[src/rtl/core/chsid_pkg.sv]
// Shared types and codes for the chained hash set insert/dump block.
// No dependencies; imported by every module of the block but chsid_ram.
`default_nettype none

package chsid_pkg;

   localparam logic MODE_INSERT = 1'b0;
   localparam logic MODE_DUMP   = 1'b1;

   localparam logic [2:0] ST_INSERTED  = 3'd0;
   localparam logic [2:0] ST_DUPLICATE = 3'd1;
   localparam logic [2:0] ST_FULL      = 3'd2;
   localparam logic [2:0] ST_LISTED    = 3'd3;
   localparam logic [2:0] ST_EMPTY     = 3'd4;

   // Command bucket field holds any bucket index up to 126 and the count itself.
   localparam int CMD_BKT_W   = 7;
   localparam int QUEUE_DEPTH = 2;
   localparam int QPTR_W      = 1;

   typedef struct packed {
      logic               mode;
      logic signed [31:0] key;
      logic [3:0]         bucket_select;
   } req_type;

   typedef struct packed {
      logic [2:0]         status;
      logic signed [31:0] key_out;
      logic [3:0]         bucket_out;
      logic               last;
   } rsp_type;

   typedef struct packed {
      logic                 mode;
      logic signed [31:0]   key;
      logic [CMD_BKT_W-1:0] bucket;
      logic [3:0]           bucket_tag;
      logic                 in_range;
   } cmd_type;

   typedef enum logic [1:0] {
      F_IDLE,
      F_DIV,
      F_PUSH
   } front_state_type;

   typedef enum logic [2:0] {
      B_IDLE,
      B_SCAN_RD,
      B_SCAN_CMP,
      B_LIST_RD,
      B_LIST_OUT,
      B_RESULT
   } back_state_type;

endpackage

`default_nettype wire

[src/rtl/core/chsid_ram.sv]
// Generic single-write, single-read RAM with registered read data.
// No dependencies.
`default_nettype none

module chsid_ram #(
   parameter int WIDTH = 32,
   parameter int DEPTH = 80
) (
   input  wire logic                                   clock,
   input  wire logic                                   wr_en,
   input  wire logic [((DEPTH > 1) ? $clog2(DEPTH) : 1)-1:0] wr_addr,
   input  wire logic [WIDTH-1:0]                       wr_data,
   input  wire logic                                   rd_en,
   input  wire logic [((DEPTH > 1) ? $clog2(DEPTH) : 1)-1:0] rd_addr,
   output logic [WIDTH-1:0]                            rd_data
);

   logic [WIDTH-1:0] mem_ff [DEPTH];
   logic [WIDTH-1:0] rd_data_ff;

   always_ff @(posedge clock) begin
      if (wr_en) begin
         mem_ff[wr_addr] <= wr_data;
      end
      if (rd_en) begin
         rd_data_ff <= mem_ff[rd_addr];
      end
   end

   assign rd_data = rd_data_ff;

endmodule

`default_nettype wire

[src/rtl/core/chsid_front.sv]
// Front end: accepts request words, reduces insert keys to a bucket index.
// Depends on chsid_pkg; feeds the command queue.
`default_nettype none

module chsid_front import chsid_pkg::*; #(
   parameter int NUM_BUCKETS = 10
) (
   input  wire logic    clock,
   input  wire logic    reset,
   input  wire logic    req_valid,
   output logic         req_stall,
   input  wire req_type req_data,
   output logic         push,
   output cmd_type      cmd,
   input  wire logic    q_full
);

   localparam int REM_W = $clog2(NUM_BUCKETS);
   localparam int RW    = REM_W + 9;

   front_state_type    state_ff, state_in;
   logic               mode_ff;
   logic signed [31:0] key_ff;
   logic [3:0]         sel_ff;
   logic [31:0]        mag_ff;
   logic [REM_W-1:0]   rem_ff, rem_in;
   logic [1:0]         step_ff;
   logic [31:0]        key_bits;
   logic [RW-1:0]      part;

   always_comb begin
      state_in = state_ff;
      unique case (state_ff)
         F_IDLE: begin
            if (req_valid) begin
               state_in = (req_data.mode == MODE_DUMP) ? F_PUSH : F_DIV;
            end
         end
         F_DIV: begin
            if (step_ff == 2'd3) begin
               state_in = F_PUSH;
            end
         end
         F_PUSH: begin
            if (!q_full) begin
               state_in = F_IDLE;
            end
         end
         default: state_in = F_IDLE;
      endcase
   end

   // One byte of the magnitude per step: rem = (rem * 256 + byte) mod NUM_BUCKETS.
   always_comb begin
      part = RW'({rem_ff, mag_ff[31:24]});
      for (int k = 7; k >= 0; k--) begin
         if (part >= (RW'(NUM_BUCKETS) << k)) begin
            part = part - (RW'(NUM_BUCKETS) << k);
         end
      end
      rem_in = REM_W'(part);
   end

   always_comb begin
      key_bits       = req_data.key;
      req_stall      = (state_ff != F_IDLE);
      push           = (state_ff == F_PUSH) && !q_full;
      cmd.mode       = mode_ff;
      cmd.key        = key_ff;
      if (mode_ff == MODE_DUMP) begin
         cmd.bucket     = CMD_BKT_W'(sel_ff);
         cmd.bucket_tag = sel_ff;
         cmd.in_range   = (CMD_BKT_W'(sel_ff) < CMD_BKT_W'(NUM_BUCKETS));
      end else begin
         cmd.bucket     = CMD_BKT_W'(rem_ff);
         cmd.bucket_tag = 4'(rem_ff);
         cmd.in_range   = 1'b1;
      end
   end

   always_ff @(posedge clock) begin
      if (reset) begin
         state_ff <= F_IDLE;
         step_ff  <= 2'd0;
      end else begin
         state_ff <= state_in;
         if (state_ff == F_IDLE) begin
            step_ff <= 2'd0;
         end else if (state_ff == F_DIV) begin
            step_ff <= step_ff + 2'd1;
         end
      end
   end

   always_ff @(posedge clock) begin
      if (state_ff == F_IDLE && req_valid) begin
         mode_ff <= req_data.mode;
         key_ff  <= req_data.key;
         sel_ff  <= req_data.bucket_select;
         mag_ff  <= key_bits[31] ? (32'd0 - key_bits) : key_bits;
         rem_ff  <= '0;
      end else if (state_ff == F_DIV) begin
         mag_ff <= {mag_ff[23:0], 8'd0};
         rem_ff <= rem_in;
      end
   end

endmodule

`default_nettype wire

[src/rtl/core/chsid_queue.sv]
// Two-entry command queue between the front end and the back end.
// Depends on chsid_pkg.
`default_nettype none

module chsid_queue import chsid_pkg::*; (
   input  wire logic    clock,
   input  wire logic    reset,
   input  wire logic    push,
   input  wire cmd_type push_cmd,
   output logic         full,
   input  wire logic    pop,
   output logic         valid,
   output cmd_type      head
);

   cmd_type           entry_ff [QUEUE_DEPTH];
   logic [QPTR_W-1:0] wr_ptr_ff, rd_ptr_ff;
   logic [QPTR_W:0]   count_ff, count_in;

   always_comb begin
      count_in = count_ff;
      if (push && !pop) begin
         count_in = count_ff + (QPTR_W + 1)'(1);
      end else if (pop && !push) begin
         count_in = count_ff - (QPTR_W + 1)'(1);
      end
   end

   assign full  = (count_ff == (QPTR_W + 1)'(QUEUE_DEPTH));
   assign valid = (count_ff != '0);
   assign head  = entry_ff[rd_ptr_ff];

   always_ff @(posedge clock) begin
      if (reset) begin
         wr_ptr_ff <= '0;
         rd_ptr_ff <= '0;
         count_ff  <= '0;
      end else begin
         count_ff <= count_in;
         if (push) begin
            wr_ptr_ff <= wr_ptr_ff + QPTR_W'(1);
         end
         if (pop) begin
            rd_ptr_ff <= rd_ptr_ff + QPTR_W'(1);
         end
      end
   end

   always_ff @(posedge clock) begin
      if (push) begin
         entry_ff[wr_ptr_ff] <= push_cmd;
      end
   end

endmodule

`default_nettype wire

[src/rtl/core/chsid_back.sv]
// Back end: bucket scan, append, dump sequencing and the response register.
// Depends on chsid_pkg and chsid_ram (key store).
`default_nettype none

module chsid_back import chsid_pkg::*; #(
   parameter int NUM_BUCKETS  = 10,
   parameter int BUCKET_DEPTH = 8
) (
   input  wire logic    clock,
   input  wire logic    reset,
   input  wire logic    cmd_valid,
   input  wire cmd_type cmd,
   output logic         cmd_pop,
   output logic         rsp_valid,
   input  wire logic    rsp_stall,
   output rsp_type      rsp_data
);

   localparam int ENTRIES = NUM_BUCKETS * BUCKET_DEPTH;
   localparam int BW      = $clog2(NUM_BUCKETS);
   localparam int FW      = $clog2(BUCKET_DEPTH + 1);
   localparam int IW      = (BUCKET_DEPTH > 1) ? $clog2(BUCKET_DEPTH) : 1;
   localparam int AW      = $clog2(ENTRIES);

   back_state_type state_ff, state_in;
   cmd_type        cmd_ff, cmd_in;
   logic [IW-1:0]  idx_ff, idx_in;
   logic [FW-1:0]  cur_fill_ff, cur_fill_in;
   logic [2:0]     status_ff, status_in;
   logic [FW-1:0]  fill_ff [NUM_BUCKETS];
   logic           rsp_valid_ff, rsp_valid_in;
   rsp_type        rsp_ff, rsp_in;

   logic [BW-1:0]  bkt, new_bkt;
   logic [FW-1:0]  new_fill;
   logic [AW-1:0]  base;
   logic           at_last, out_free, load;
   logic           ram_rd_en, ram_wr_en;
   logic [AW-1:0]  ram_rd_addr, ram_wr_addr;
   logic [31:0]    ram_rd_data;
   logic [31:0]    cmd_key_bits;

   assign bkt          = BW'(cmd_ff.bucket);
   assign new_bkt      = BW'(cmd.bucket);
   assign new_fill     = cmd.in_range ? fill_ff[new_bkt] : '0;
   assign base         = AW'(bkt) * AW'(BUCKET_DEPTH);
   assign at_last      = ((FW'(idx_ff) + FW'(1)) == cur_fill_ff);
   assign out_free     = !rsp_valid_ff || !rsp_stall;
   assign cmd_key_bits = cmd_ff.key;

   always_comb begin
      state_in    = state_ff;
      cmd_in      = cmd_ff;
      idx_in      = idx_ff;
      cur_fill_in = cur_fill_ff;
      status_in   = status_ff;
      unique case (state_ff)
         B_IDLE: begin
            if (cmd_valid) begin
               cmd_in      = cmd;
               idx_in      = '0;
               cur_fill_in = new_fill;
               if (new_fill == '0) begin
                  status_in = (cmd.mode == MODE_DUMP) ? ST_EMPTY : ST_INSERTED;
                  state_in  = B_RESULT;
               end else begin
                  state_in = (cmd.mode == MODE_DUMP) ? B_LIST_RD : B_SCAN_RD;
               end
            end
         end
         B_SCAN_RD: state_in = B_SCAN_CMP;
         B_SCAN_CMP: begin
            if (ram_rd_data == cmd_key_bits) begin
               status_in = ST_DUPLICATE;
               state_in  = B_RESULT;
            end else if (at_last) begin
               status_in = (cur_fill_ff == FW'(BUCKET_DEPTH)) ? ST_FULL : ST_INSERTED;
               state_in  = B_RESULT;
            end else begin
               idx_in   = idx_ff + IW'(1);
               state_in = B_SCAN_RD;
            end
         end
         B_LIST_RD: state_in = B_LIST_OUT;
         B_LIST_OUT: begin
            if (out_free) begin
               if (at_last) begin
                  state_in = B_IDLE;
               end else begin
                  idx_in   = idx_ff + IW'(1);
                  state_in = B_LIST_RD;
               end
            end
         end
         B_RESULT: begin
            if (out_free) begin
               state_in = B_IDLE;
            end
         end
         default: state_in = B_IDLE;
      endcase
   end

   always_comb begin
      cmd_pop     = (state_ff == B_IDLE) && cmd_valid;
      ram_rd_en   = (state_ff == B_SCAN_RD) || (state_ff == B_LIST_RD);
      ram_rd_addr = base + AW'(idx_ff);
      ram_wr_en   = (state_ff == B_RESULT) && out_free && (status_ff == ST_INSERTED);
      ram_wr_addr = base + AW'(cur_fill_ff);
      load        = 1'b0;
      rsp_in      = rsp_ff;
      unique case (state_ff)
         B_LIST_OUT: begin
            load              = out_free;
            rsp_in.status     = ST_LISTED;
            rsp_in.key_out    = ram_rd_data;
            rsp_in.bucket_out = cmd_ff.bucket_tag;
            rsp_in.last       = at_last;
         end
         B_RESULT: begin
            load              = out_free;
            rsp_in.status     = status_ff;
            rsp_in.key_out    = (cmd_ff.mode == MODE_DUMP) ? 32'sd0 : cmd_ff.key;
            rsp_in.bucket_out = cmd_ff.bucket_tag;
            rsp_in.last       = 1'b1;
         end
         default: load = 1'b0;
      endcase
      rsp_valid_in = load || (rsp_valid_ff && rsp_stall);
   end

   always_ff @(posedge clock) begin
      if (reset) begin
         state_ff     <= B_IDLE;
         rsp_valid_ff <= 1'b0;
         for (int b = 0; b < NUM_BUCKETS; b++) begin
            fill_ff[b] <= '0;
         end
      end else begin
         state_ff     <= state_in;
         rsp_valid_ff <= rsp_valid_in;
         if (ram_wr_en) begin
            fill_ff[bkt] <= cur_fill_ff + FW'(1);
         end
      end
   end

   always_ff @(posedge clock) begin
      cmd_ff      <= cmd_in;
      idx_ff      <= idx_in;
      cur_fill_ff <= cur_fill_in;
      status_ff   <= status_in;
      if (load) begin
         rsp_ff <= rsp_in;
      end
   end

   chsid_ram #(
      .WIDTH (32),
      .DEPTH (ENTRIES)
   ) u_key_store (
      .clock   (clock),
      .wr_en   (ram_wr_en),
      .wr_addr (ram_wr_addr),
      .wr_data (cmd_key_bits),
      .rd_en   (ram_rd_en),
      .rd_addr (ram_rd_addr),
      .rd_data (ram_rd_data)
   );

   assign rsp_valid = rsp_valid_ff;
   assign rsp_data  = rsp_ff;

endmodule

`default_nettype wire

[src/rtl/core/chained_hash_set_insert_dump.sv]
// Top level of the chained hash set: front end, command queue, back end.
// Depends on chsid_pkg, chsid_front, chsid_queue, chsid_back, chsid_ram.
//
//   channel  dir  handshake            word
//   req      in   req_valid/req_stall  req_type: mode, key, bucket_select
//   rsp      out  rsp_valid/rsp_stall  rsp_type: status, key_out, bucket_out, last
//
// Insert: the front end reduces the key (bucket = |key| mod NUM_BUCKETS, one byte per cycle),
//   then the back end reads and compares each stored key through the key store read port.
// Dump: the front end passes the word on; the back end reads and outputs each listed key (one EMPTY word when empty).
// Reset clears the bucket fill counts; the key store is not cleared.
// rsp_stall holds the response register; a two-word queue lets the front keep accepting
//   until it fills, then the front holds its word and stalls the input.
`default_nettype none

module chained_hash_set_insert_dump import chsid_pkg::*; #(
   parameter int NUM_BUCKETS  = 10,
   parameter int BUCKET_DEPTH = 8
) (
   input  wire logic    clock,
   input  wire logic    reset,
   input  wire logic    req_valid,
   output logic         req_stall,
   input  wire req_type req_data,
   output logic         rsp_valid,
   input  wire logic    rsp_stall,
   output rsp_type      rsp_data
);

   logic    q_push, q_full, q_pop, q_valid;
   cmd_type q_in, q_head;

   chsid_front #(
      .NUM_BUCKETS (NUM_BUCKETS)
   ) u_front (
      .clock     (clock),
      .reset     (reset),
      .req_valid (req_valid),
      .req_stall (req_stall),
      .req_data  (req_data),
      .push      (q_push),
      .cmd       (q_in),
      .q_full    (q_full)
   );

   chsid_queue u_queue (
      .clock    (clock),
      .reset    (reset),
      .push     (q_push),
      .push_cmd (q_in),
      .full     (q_full),
      .pop      (q_pop),
      .valid    (q_valid),
      .head     (q_head)
   );

   chsid_back #(
      .NUM_BUCKETS  (NUM_BUCKETS),
      .BUCKET_DEPTH (BUCKET_DEPTH)
   ) u_back (
      .clock     (clock),
      .reset     (reset),
      .cmd_valid (q_valid),
      .cmd       (q_head),
      .cmd_pop   (q_pop),
      .rsp_valid (rsp_valid),
      .rsp_stall (rsp_stall),
      .rsp_data  (rsp_data)
   );

   a_no_overflow: assert property (@(posedge clock) disable iff (reset)
      q_push |-> !q_full)
      else $error("command queue overflow");

   a_no_underflow: assert property (@(posedge clock) disable iff (reset)
      q_pop |-> q_valid)
      else $error("command queue underflow");

   a_busy_after_accept: assert property (@(posedge clock) disable iff (reset)
      (req_valid && !req_stall) |=> req_stall)
      else $error("front end took a second word while busy");

   a_single_result_last: assert property (@(posedge clock) disable iff (reset)
      (rsp_valid && rsp_data.status != ST_LISTED) |-> rsp_data.last)
      else $error("single-word response without last");

endmodule

`default_nettype wire

[config.mk]
export PLATFORM = sky130hd
export DESIGN_NAME = chained_hash_set_insert_dump
export DESIGN_NICKNAME = d
export VERILOG_FILES = /design/src/rtl/core/chsid_pkg.sv /design/src/rtl/core/chsid_ram.sv /design/src/rtl/core/chsid_front.sv /design/src/rtl/core/chsid_queue.sv /design/src/rtl/core/chsid_back.sv /design/src/rtl/core/chained_hash_set_insert_dump.sv
export SDC_FILE = /design/constraint.sdc
export NUM_CORES = 2
export LEC_CHECK = 0
export ABC_AREA = 1
export BUFFER_PORTS_ARGS = -buffer_cell sky130_fd_sc_hd__buf_2
export CORE_UTILIZATION = 38
export CTS_BUF_LIST = sky130_fd_sc_hd__clkbuf_2 sky130_fd_sc_hd__clkbuf_4 sky130_fd_sc_hd__clkbuf_8
export CTS_CLUSTER_DIAMETER = 120
export DETAILED_ROUTE_END_ITERATION = 8
export PLACE_DENSITY = 0.6
export SLEW_MARGIN = 20
export SYNTH_ARGS = -nofsm -noshare
export SYNTH_HDL_FRONTEND = slang
export SYNTH_SLANG_ARGS = --single-unit
[constraint.sdc]
create_clock -name clock -period 5.8 [get_ports clock]
set_input_delay 1.16 -clock clock [delete_from_list [all_inputs] [get_ports clock]]
set_output_delay 1.16 -clock clock [all_outputs]
set_load 0.005 [all_outputs]
==> metrics.md <==
| Metric | Value |
|---|---|
| Worst Path Required | `6.78 ns` |
| Max clock buf depth | `4` |
| Num Clock Sinks | `2,905` |
| Die Ht | `about 550 um` |
| DRC errors left | `0` |
| Worst r2r dst | `u_front.rem_ff[1]` |
| Critical Path End Type | `flip-flop` |
| Leak | `42.1 nW` |
| R2R setup slack | `0.40 ns` |
| Fmax | `185 MHz` |
| Type of the most critical hold path | `input pin to flip-flop` |
| Crit path top cell by count | `nand2_2` |
| Clock share of power | `0.226` |
| Core area | `~300,000 um2` |
| FP Rows | `between 200 and 250` |
| Hold_buf cts | `0` |
| Synth Cell Area | `115,000 um2` |
| Pin count of the biggest net entering global routing | `150` |
| Logic pwr share | `0.405` |
| DRT iter0 DRCs | `8,643` |
| Crit Path Max Fanout | `8` |
| Final setup vio count | `0` |
| Final Cycle Share | `0.931` |
| Pint | `43.3 mW` |
| Startpoint types | `flip-flop` |
| Drt wl/cell | `25.6 um` |
| Top-area cell type share of the netlist area | `0.753` |
| Io pins | `83` |
| PwrDens | `564 nW/um2` |
| CTS buffer count | `463` |
| Die width | `553 um` |
| Critical path class | `flip-flop to flip-flop` |
| Vias in the first global route | `73.4k` |
| DR vias | `roughly 75k` |
| Sw Pwr | `30.5 mW` |
| Max Cap Viol | `0` |
| Detailed Place HPWL | `181,000 um` |
| Die Area | `305,000 um2` |
| Max VDD drop | `0.726 mV` |
| GRT overflow | `0` |
| Vias per cell | `5.68` |
| RR Startpoint | `u_front.rem_ff[1]` |
| Run status | `completed` |
| Final Hold Viols | `0` |
| WHS Path Cells | `1` |
| Worst Max-Slew Pin Slew | `1.21 ns` |
| # port buffers | `82` |
| CP arrival | `6.38 ns` |
| Area grow syn2layout | `13.6%` |
| Worst Slack Setup Final | `0.401 ns` |
| GP Congestion | `0.849` |
| Syn_nets | `slightly below 9k` |
| Reg clk slew, reported paths | `about 0.06 ns` |
| Post-Synthesis Cells | `8,726` |
| Worst slew margin | `0.193` |
| Share of cells above drive strength 1 | `0.139` |
| Final ANT Viol Nets | `0` |
| Dpl ws | `-0.228 ns` |
| Area leader, netlist | `edfxtp_1` |
| Setup crit start | `u_front.rem_ff[1]` |
| Min Hold Slack | `0.259 ns` |
| Initial antenna violation count | `20` |
| Total Power | `roughly 74 mW` |
| Mapped Avg Cell Area | `between 10 and 15 um2` |
| Seq cells post-synth | `2,905` |
| Seq/Total Area, Yosys | `0.756` |
| Starting density of the core | `0.383` |
| Hold Path Origin | `req_data[0]` |
| Netlist cell types | `53` |
| Sequential power share | `0.369` |
| GRT Total Usage | `0.216` |
| Critical Path Slowest Stage Cell | `dfxtp_2` |
| Clock Latency Late Sink | `1.15 ns` |
| R2R cell count | `47` |
| Yosys warns | `0` |
| DR pass1 iterations | `6` |
| CTS tree | `built` |
| Synth area leaders | `edfxtp_1 75%, o21ai_0 5.8%, nor2_1 4.9%` |
| Total number of H-tree levels | `5` |
| First-pass GRT wire length | `491,000 um` |
| Root buffer cell | `clkbuf_8` |
| Fin crit period | `about 5.4 ns` |
| Fin nets | `around 9.0k` |
| Sw frac | `0.414` |
| Layout Skew | `between 0.1 and 0.15 ns` |
| Routed wire length | `approximately 340,000 um` |
| Critical Path Max Stage Delay | `0.33 ns` |
| WHS Endpoint | `u_front.sel_ff[0]` |
| Max-slew violations | `0` |
## routing by layer
| metal | vias up | track usage | part of all wire |
|---|---|---|---|
| met5 | - | 0 | 0.00019 |
| met4 | 10 | 0.0808 | 0.033 |
| met3 | 548 | 0.0390 | 0.093 |
| met2 | 3682 | 0.345 | 0.47 |
| met1 | 38000 | 0.294 | 0.41 |
| li1 | 33300 | - | - |
## stage by stage
step | instances | instance area (um2) | util | setup TNS [ns]
6_report | 13300 | 131000 | 0.435 | 0
5_1_grt | 13300 | 131000 | 0.435 | -0.0909
4_1_cts | 13300 | 130000 | 0.434 | 0
3_5_place_dp | 12500 | 122000 | 0.404 | -0.507
3_3_place_gp | 12400 | 122000 | 0.404 | -0.390
2_1_floorplan | 8726 | 115000 | - | 0
## what timing repair did
action                                  4_1_cts  5_1_grt
pin swaps                                     5       33
gates resized for setup                       8       56
gates cloned                                  1        0
buffers inserted                              3       20
endpoints found under the setup margin        3        3
## placed cells by master, fill, tap and decap left out, types with 52 or more instances in the layout
cell and n:
o22ai_1 376, nor2_1 1404, edfxtp_1 2888, o21ai_0 1335, a21oi_1 126, o221ai_1 240
buf_2 82, clkinv_1 123, clkbuf_8 473, clkbuf_4 156, nand4_1 52, buf_4 251
inv_1 121, nand2_1 726, nor2_4 91, o211ai_1 90, nand3_1 294
## layout make-up
class / count / area, um2
timing repair buffer: 374 / 3130
inverter: 151 / 594
clock inverter: 181 / 1030
sequential: 2905 / 87100
multi-input combinational: 5087 / 26300
fill: 26900 / 170000
antenna: 6 / 15.0
clock buffer: 629 / 7680
tap: 3958 / 4950
## registers in the layout, indices dropped and copies added, names as in the netlist, 5 cells and up, named ones only
signal	count
u_back.rsp_data	40
u_queue.entry_ff	76
u_front.mag_ff	32
u_back.cmd_key_bits	32
u_back.u_key_store.rd_data	32
u_back.cmd_ff	5
u_back.fill_ff	64
u_front.key_ff	32
u_back.u_key_store.mem_ff	2560
## worst max-delay path by stage
stage | end | slack (ns)
after floorplan | u_front.rem_ff[2] | 0.76
after global placement | u_front.rem_ff[1] | -0.21
after detailed placement | u_front.rem_ff[2] | -0.23
after CTS | u_front.rem_ff[2] | 0.03
after global routing | u_front.rem_ff[1] | -0.08
final | u_front.rem_ff[1] | 0.40
## cells in the mapped netlist, drive strengths merged
cell type  instances
a221oi            10
nand4             53
xor2              45
mux2i              1
o21a               1
o32ai             10
o22ai            376
a2111oi           30
nor4              14
a31oi             32
o221ai           240
o21bai             2
nor3b              4
edfxtp          2888
o2111ai           22
or3                2
inv              143
clkbuf           560
a311oi             1
clkinv             8
or2               14
o21ai           1343
xnor2             19
ha                14
nor2            1503
o31ai              4
o211ai            90
and3               3
a32o               7
a32oi              7
a21oi            128
nand3            309
nand3b             2
buf               24
nand2            776
a21o               2
dfxtp             17
o41ai              1
a211oi             1
and2               1
nor3              19
## cell families (layout without fill, tap and decap cells)
kind of cell | Yosys count | after routing | synth area share
AO/OA/AOI/OAI | 2307 | 2307 | 0.118
XOR/XNOR | 64 | 64 | 0.00487
adder cells (fa/ha/maj) | 14 | 14 | 0.00152
buffers and inverters | 735 | 1335 | 0.0240
flip-flops | 2905 | 2905 | 0.756
multiplexers | 1 | 1 | 0.0000869
other | 0 | 6 | 0
AND/OR/NAND/NOR | 2700 | 2701 | 0.0957
## worst max-delay path: cells and delay by family, from the launching register on
family          cells  cell delay [ns]
simple gates       37             3.82
compound gates      2             0.40
fa+ha+maj           3             0.37
buf+inv             5             0.36
flops               1             0.33
## power groups by stage
stage | clock, mW | sequential, mW | combinational, mW
2_1_floorplan | 0 | 28.9 | 15.5
3_3_place_gp | 0 | 27.6 | 27.9
3_5_place_dp | 0 | 27.6 | 28.2
4_1_cts | 16.9 | 27.2 | 28.5
5_1_grt | 17.8 | 27.3 | 32.0
6_report | 16.7 | 27.2 | 29.9
(Power assumes the default switching activity.)
